`config.mk`:
```
export PLATFORM = sky130hd
export DESIGN_NAME = pc_ctrl
export DESIGN_NICKNAME = d
export VERILOG_FILES = /design/src/hdl/pc_pkg.sv /design/src/hdl/pc_ctrl.sv
export SDC_FILE = /design/constraint.sdc
export NUM_CORES = 1
export LEC_CHECK = 0
export BUFFER_PORTS_ARGS = -buffer_cell sky130_fd_sc_hd__buf_2
export CAP_MARGIN = 15
export CORE_MARGIN = 3
export CORE_UTILIZATION = 31
export DETAILED_ROUTE_END_ITERATION = 6
export PLACE_DENSITY = 0.52
export SLEW_MARGIN = 30
export SYNTH_ARGS = -nofsm -noshare
export SYNTH_HDL_FRONTEND = slang
export SYNTH_SLANG_ARGS = --single-unit
```
`constraint.sdc`:
```
create_clock -name clk -period 2.1 [get_ports clk]
set_input_delay 0.315 -clock clk [delete_from_list [all_inputs] [get_ports clk]]
set_output_delay 0.315 -clock clk [all_outputs]
set_load 0.03 [all_outputs]
```
`src/hdl/pc_pkg.sv`:
```
// Shared types and constants of the Pearson correlation block.
package pc_pkg;

	// Sample width of the x and y ports
	localparam int SAMPLE_W = 16;

	// Quotient search: result magnitude in Q1.15, found one bit per trial
	localparam int Q_W      = 16;
	localparam int BIT_W    = 4;
	localparam int K_W      = 32;
	localparam int RHS_SHIFT = 32;
	localparam logic [Q_W-1:0]   Q_LIMIT  = 16'h8000;
	localparam logic [Q_W-1:0]   CORR_MAX = 16'h7fff;
	localparam logic [BIT_W-1:0] TOP_BIT  = 4'd15;

	// Multiply operations run on the shared multiplier, in sequence order
	typedef enum logic [3:0] {
		OP_NSXY,
		OP_SXSY,
		OP_NSXX,
		OP_SXSX,
		OP_NSYY,
		OP_SYSY,
		OP_D,
		OP_NUM2,
		OP_LHS
	} op_t;

	// Result status codes
	typedef enum logic [1:0] {
		ST_OK    = 2'd0,
		ST_UNDEF = 2'd1,
		ST_OVF   = 2'd2
	} status_t;

	// Controller to datapath commands
	typedef struct packed {
		logic              mul_start;
		op_t               op;
		logic              store;
		logic              q_init;
		logic              k_load;
		logic              out_load;
		status_t           status;
		logic [BIT_W-1:0]  bit_idx;
	} pc_cmd_t;

	// Datapath to controller status
	typedef struct packed {
		logic mul_done;
		logic overflow;
		logic var_bad;
		logic trial_over;
		logic out_free;
	} pc_sts_t;

endpackage

```
`src/hdl/pc_ctrl.sv`:
```
// Controller: sequences accumulation, multiplies, quotient search and result load.
module pc_ctrl (
	input  logic            clk,
	input  logic            arst_n,
	input  logic            in_valid,
	input  logic            last,
	output logic            in_ready,
	output logic            in_take,
	input  pc_pkg::pc_sts_t sts,
	output pc_pkg::pc_cmd_t cmd
);

	typedef enum logic [3:0] {
		S_IDLE,
		S_DRAIN,
		S_DECIDE,
		S_MSTART,
		S_MWAIT,
		S_CHKVAR,
		S_KCALC,
		S_TNEXT,
		S_FINISH
	} state_t;

	state_t                      state_q;
	pc_pkg::op_t                 op_q;
	logic [pc_pkg::BIT_W-1:0]    bit_q;
	pc_pkg::status_t             status_q;

	assign in_ready = (state_q == S_IDLE);
	assign in_take  = in_valid && in_ready;

	// State and sequencing registers
	always_ff @(posedge clk or negedge arst_n) begin
		if (!arst_n) begin
			state_q  <= S_IDLE;
			op_q     <= pc_pkg::OP_NSXY;
			bit_q    <= '0;
			status_q <= pc_pkg::ST_OK;
		end else begin
			case (state_q)
				S_IDLE: begin
					if (in_take && last) begin
						state_q <= S_DRAIN;
					end
				end
				S_DRAIN: state_q <= S_DECIDE;
				S_DECIDE: begin
					if (sts.overflow) begin
						status_q <= pc_pkg::ST_OVF;
						state_q  <= S_FINISH;
					end else begin
						status_q <= pc_pkg::ST_OK;
						op_q     <= pc_pkg::OP_NSXY;
						state_q  <= S_MSTART;
					end
				end
				S_MSTART: state_q <= S_MWAIT;
				S_MWAIT: begin
					if (sts.mul_done) begin
						case (op_q)
							pc_pkg::OP_SYSY: state_q <= S_CHKVAR;
							pc_pkg::OP_NUM2: begin
								bit_q   <= pc_pkg::TOP_BIT;
								state_q <= S_KCALC;
							end
							pc_pkg::OP_LHS: state_q <= S_TNEXT;
							default: begin
								op_q    <= pc_pkg::op_t'(op_q + 1'b1);
								state_q <= S_MSTART;
							end
						endcase
					end
				end
				S_CHKVAR: begin
					if (sts.var_bad) begin
						status_q <= pc_pkg::ST_UNDEF;
						state_q  <= S_FINISH;
					end else begin
						op_q    <= pc_pkg::OP_D;
						state_q <= S_MSTART;
					end
				end
				S_KCALC: begin
					if (sts.trial_over) begin
						state_q <= S_TNEXT;
					end else begin
						op_q    <= pc_pkg::OP_LHS;
						state_q <= S_MSTART;
					end
				end
				S_TNEXT: begin
					if (bit_q == '0) begin
						state_q <= S_FINISH;
					end else begin
						bit_q   <= bit_q - 1'b1;
						state_q <= S_KCALC;
					end
				end
				S_FINISH: begin
					if (sts.out_free) begin
						state_q <= S_IDLE;
					end
				end
				default: state_q <= S_IDLE;
			endcase
		end
	end

	// Commands decoded from state
	always_comb begin
		cmd.mul_start = (state_q == S_MSTART);
		cmd.op        = op_q;
		cmd.store     = (state_q == S_MWAIT) && sts.mul_done;
		cmd.q_init    = (state_q == S_DECIDE);
		cmd.k_load    = (state_q == S_KCALC) && !sts.trial_over;
		cmd.out_load  = (state_q == S_FINISH) && sts.out_free;
		cmd.status    = status_q;
		cmd.bit_idx   = bit_q;
	end

endmodule

```
# [Yosys cells after proc, flatten, opt, wreduce, memory -nomap -nowiden]
# Cells that the tools add are included.
[totals] latch_bits=0 ramBits=0 register_bits=14 wordCells=65 n_memories=0 mem_bits_ro=0 output_inout_bits=17
[classes] shift=0 n_bitwise=0 n_mux=22 n_lt_le_gt_ge=0 addsub=2 n_div=0 multipliers=0 n_reduce_logical=16 n_eq_ne=21
[op_table] op="$mux 4" count=14
[op_table] op="$pmux 4 s9" count=1
[op_table] op="$eq 4x3->1 const B" count=6
[op_table] op="$ne 2x2->1 const B" count=8
[op_table] op="$pmux 4 s4" count=1
[op_table] op="$pmux 3 s3" count=1
[op_table] op="$eq 4x2->1 const B" count=2
[op_table] op="$eq 4x4->1 const B" count=2
[op_table] op="$logic_not 4->1" count=2
[op_table] op="$pmux 4 s2" count=1
[op_table] op="$reduce_and 6->1" count=1
[op_table] op="$logic_and 1x1->1" count=5
[op_table] op="$add 4x1->4 const B" count=1
[op_table] op="$eq 4x1->1 const B" count=1
[op_table] op="$mux 2" count=2
[op_table] op="$ne 2x1->1 const B" count=2
[op_table] op="$pmux 2 s2" count=1
[op_table] op="$reduce_and 4->1" count=1
[op_table] op="$reduce_bool 2->1" count=2
[op_table] op="$reduce_bool 4->1" count=1
[op_table] op="$sub 4x1->4 const B" count=1
[op_table] op="$mux 3" count=1
[op_table] op="$reduce_and 3->1" count=1
[op_table] op="$reduce_or 3->1" count=1
[op_table] op="other kinds (2)" count=2

# [Depth between registers and ports, before layout]
[depth] ltp_word=5 mapped_depth=7 mapped_depth_nobuf=7

# [Least setup slack after synthesis]
# No wires, ideal clock.
[synth_timing] path_type="reg2out" start="reg state_q[3]" end="out in_take" slack_ps=-7 stages_incl_launch_ff=4 arrival_ps=1792 n_path_buf=1 path_cell_list="dfrtp_1 > clkbuf_1 > nor4_2 > and2_1"
[synth_between] elab_chain_cells=2
[synth_rtl] item="start: declaration" line="pc_ctrl.sv:25" source="state_t state_q;"
[synth_rtl] item="start signal: assignment" line="pc_ctrl.sv:36" source="state_q <= S_IDLE;"
[synth_rtl] item="start signal: assignment" line="pc_ctrl.sv:44" source="state_q <= S_DRAIN;"
[synth_rtl] item="start signal: assignment" line="pc_ctrl.sv:47" source="S_DRAIN: state_q <= S_DECIDE;"
[synth_rtl] item="$logic_not 4->1" line="pc_ctrl.sv:30" source="assign in_ready = (state_q == S_IDLE);"
[synth_rtl] item="via in_ready" line="pc_ctrl.sv:7" source="output logic in_ready,"
[synth_rtl] item="$logic_and 1x1->1" line="pc_ctrl.sv:31" source="assign in_take = in_valid && in_ready;"
[synth_rtl] item="end: declaration" line="pc_ctrl.sv:8" source="output logic in_take,"
# The timed path passes the listed nets, and every way through them passes these cells.

# [Final worst setup path]
[layout_timing] start="reg state_q[2]" end="out in_take"
[layout_between] elab_chain_cells=2
[layout_rtl] item="$logic_not 4->1" line="pc_ctrl.sv:30"
[layout_rtl] item="$logic_and 1x1->1" line="pc_ctrl.sv:31"
# Every way passes these cells.

==> flow_summary.toml <==
[power_and_ir_drop]
max-vdd-ir-drop_mv = 0.4382
power_density_mw_per_mm2 = 1180
p_leak_nw = 0.6078

[place]
place_area_mm2 = 0.001252
placed_cells = 189
dp_slack_ns = 0.1330
gp_congestion = 0.7784
hpwl_mm = 2.007
port_buffers = 25

[die]
die_area_mm2 = 0.004063
rows = 20
ioPinCount = 26
start_util = 0.3304
die_h_um = 63.74
coreArea_mm2 = 0.003128
die_x_um = 63.74

[synthesis]
yosys_warnings = 0
ys_ff_latch = 14
synth_cell_types = 44
synthesis.area_mm2 = 0.001033
synth_nets = 130
ys_seq_area_frac = 0.3390
postSynthCellCount = 117
synth.avg_cell_area_um2 = 8.833

[cells_and_area]
fin_nets = 164
area.sequential_um2 = 351.6
final_layout_size_suffix_gt1_frac = 0.3133
diodes = 0
areaGrowthSynthToFinish_pct = 25.79
multi_input_area_um2 = 635.6
fillers = 322
stdcell_area_mm2 = 0.001300
stdcell_count = 194

[cts]
clock_path_buffers = 2
root_buffer = "clkbuf_4"
clk_pin_slew_ns = 0.10
cts.sinks = 14
cts_max_level = 1
clock_latency_ns = 0.29
cts_tree = "built"
cts-buffers-inserted = 3

[setup_path]
start_kind = "flop"
cp.arrival_ns = 1.67
crit_fanout = 9
cp_data_required_time_ns = 1.78
crit_path_end_kind = "output port"
path_class = "flop to output port"

[job]
max_cap_viol_count = 0

[drt]
wl_mm = 2.582
ant_nets = 0
vias = 984
drt-initial-drc-count = 46
wire_per_inst_um = 13.31
firstDrtPassIters = 4
route.detailed.drc = 0
vias_per_cell = 5.072

[timing]
tightestPinTransition_ns = 0.5282
rsz0062_at_grt = "false"
timing.final.ws_setup_ns = 0.1192
setup_viol = 0
max_freq_ghz = 0.5048
finalClockSkew_ns = 0.007823
min_period_ns = 1.981
slew_headroom = 0.6479
fin_tns_setup_ns = 0
maxSlewViolCount = 0
final_hold_viol_count = 0
fin_crit_sh = 0.9433

[global_route]
grt.overflow.total = 0
grt_usage = 0.1413
grt_pass1_vias = 943
grt_pass1_wl_mm = 4.581
grt_max_degree = 15
antenna_found_initial = 0

[status]
outcome = "finished, final reports clean"

[min_path]
min_path_type = "input pin to flop"
-- flip-flops by register name (all words and copies together), names as in the netlist --
name      cells
bit_q         4
op_q          4
state_q       4
status_q      2
-- layer usage --
metal	wire length, µm	up-vias	global-route usage
li1	-	492	-
met1	1213	464	0.1921
met2	1217	26	0.2308
met3	126	2	0.03339
met4	24	0	0.02426
met5	0	-	0
-- stage by stage --
| step | power, mW | utilization | hold slack [ns] |
|---|---|---|---|
| after floorplan | 1.103 | - | 0.01941 |
| after global placement | 1.326 | 0.4004 | 0.2412 |
| after detailed placement | 1.336 | 0.4004 | 0.2412 |
| after CTS | 1.550 | 0.4152 | 0.2403 |
| after global routing | 1.666 | 0.4156 | 0.2554 |
| final | 1.534 | 0.4156 | 0.2517 |
-- layout make-up --
cell class,count,area share
repair buffers,35,0.1559
multi-input cells,92,0.4889
flip-flops and latches,14,0.2705
inverters,5,0.01444
clock buffers,4,0.02791
well taps,44,0.04235
-- worst paths after layout --
kind,slack [ns],endpoint,start,depth (start not counted)
max,0.12,in_take,state_q[2]$_DFFE_PN0P_,4
min,0.25,status_q[1]$_DFFE_PN0P_,sts[2],2
max reg2reg,0.20,op_q[2]$_DFFE_PN0P_,op_q[1]$_DFFE_PN0P_,7
min reg2reg,0.53,bit_q[0]$_DFFE_PN0P_,bit_q[0]$_DFFE_PN0P_,1
max in group asynchronous,1.38,state_q[0]$_DFFE_PN0P_,arst_n,2
min in group asynchronous,0.44,op_q[3]$_DFFE_PN0P_,arst_n,2
-- where the power goes --
part / internal (mW) / switching [mW] / leakage, nW
Combinational: 0.343 / 0.525 / 0.403
Clock: 0.106 / 0.0983 / 0.0210
Sequential: 0.350 / 0.113 / 0.184
-- cell usage in the layout, fill, tap and decap left out, types with 2 or more instances in the layout --
| master | n |
|---|---|
| mux2i_1 | 3 |
| dfrtp_1 | 13 |
| ha_1 | 4 |
| nor2b_1 | 2 |
| nor2_1 | 12 |
| and3_1 | 2 |
| nor3b_1 | 3 |
| o22ai_1 | 2 |
| o21ai_0 | 8 |
| o31a_1 | 3 |
| buf_4 | 9 |
| nand3_1 | 2 |
| buf_2 | 25 |
| nor3_2 | 2 |
| a21oi_1 | 6 |
| nor3_1 | 8 |
| nand2_1 | 7 |
| nand2b_1 | 4 |
| clkbuf_4 | 3 |
| inv_1 | 5 |
| nand4b_1 | 2 |
-- synthesized netlist by cell type, drive strengths merged --
| cell type | n | share of area |
|---|---|---|
| or4bb | 1 | 0.011 |
| a21oi | 7 | 0.038 |
| o32ai | 1 | 0.0085 |
| o211ai | 1 | 0.0073 |
| xor2 | 1 | 0.0085 |
| a211oi | 1 | 0.0073 |
| a31oi | 1 | 0.0061 |
| nor4bb | 1 | 0.0097 |
| and4b | 1 | 0.0097 |
| nand3b | 1 | 0.0073 |
| o21a | 1 | 0.0073 |
| dfrtp | 14 | 0.34 |
| nor3 | 10 | 0.058 |
| and3 | 3 | 0.023 |
| nand2b | 4 | 0.024 |
| or2 | 1 | 0.0061 |
| a21boi | 1 | 0.0073 |
| mux2i | 3 | 0.029 |
| o31a | 3 | 0.025 |
| a2111oi | 1 | 0.027 |
| o22a | 1 | 0.0085 |
| o21ai | 9 | 0.044 |
| nor4 | 2 | 0.018 |
| nand4b | 2 | 0.017 |
| and2 | 1 | 0.0061 |
| buf | 5 | 0.033 |
| ha | 4 | 0.048 |
| nor2 | 12 | 0.044 |
| inv | 5 | 0.018 |
| nand3 | 2 | 0.0097 |
| a21o | 1 | 0.0073 |
| nor3b | 3 | 0.022 |
| clkbuf | 1 | 0.0036 |
| nand2 | 7 | 0.025 |
| nor2b | 3 | 0.025 |
| o22ai | 2 | 0.012 |
-- critical path: stages (launching register included) --
cell and delay [ns]:
dfrtp_1 0.49, buf_4 0.21, nor4_4 0.33, and2_1 0.17, buf_2 0.19
-- kinds of logic (layout without fill, tap and decap cells) --
logic type,count (synthesis),in the layout,share of synthesized area
compound gates,30,30,0.2046
xor+xnor,1,1,0.008476
fa+ha+maj,4,4,0.04843
buf+inv,11,44,0.05448
flops,14,14,0.3390
mux,3,3,0.02906
simple gates,54,54,0.3160
-- timing repair --
item | CTS | global route
hold buffers | 1 | 0
resized for setup | 0 | 1
buffers inserted | 0 | 0
endpoints found under the setup margin | 0 | 2
hold endpoints to repair | 14 | 0
Note: power is estimated with default switching activity, not from simulation.
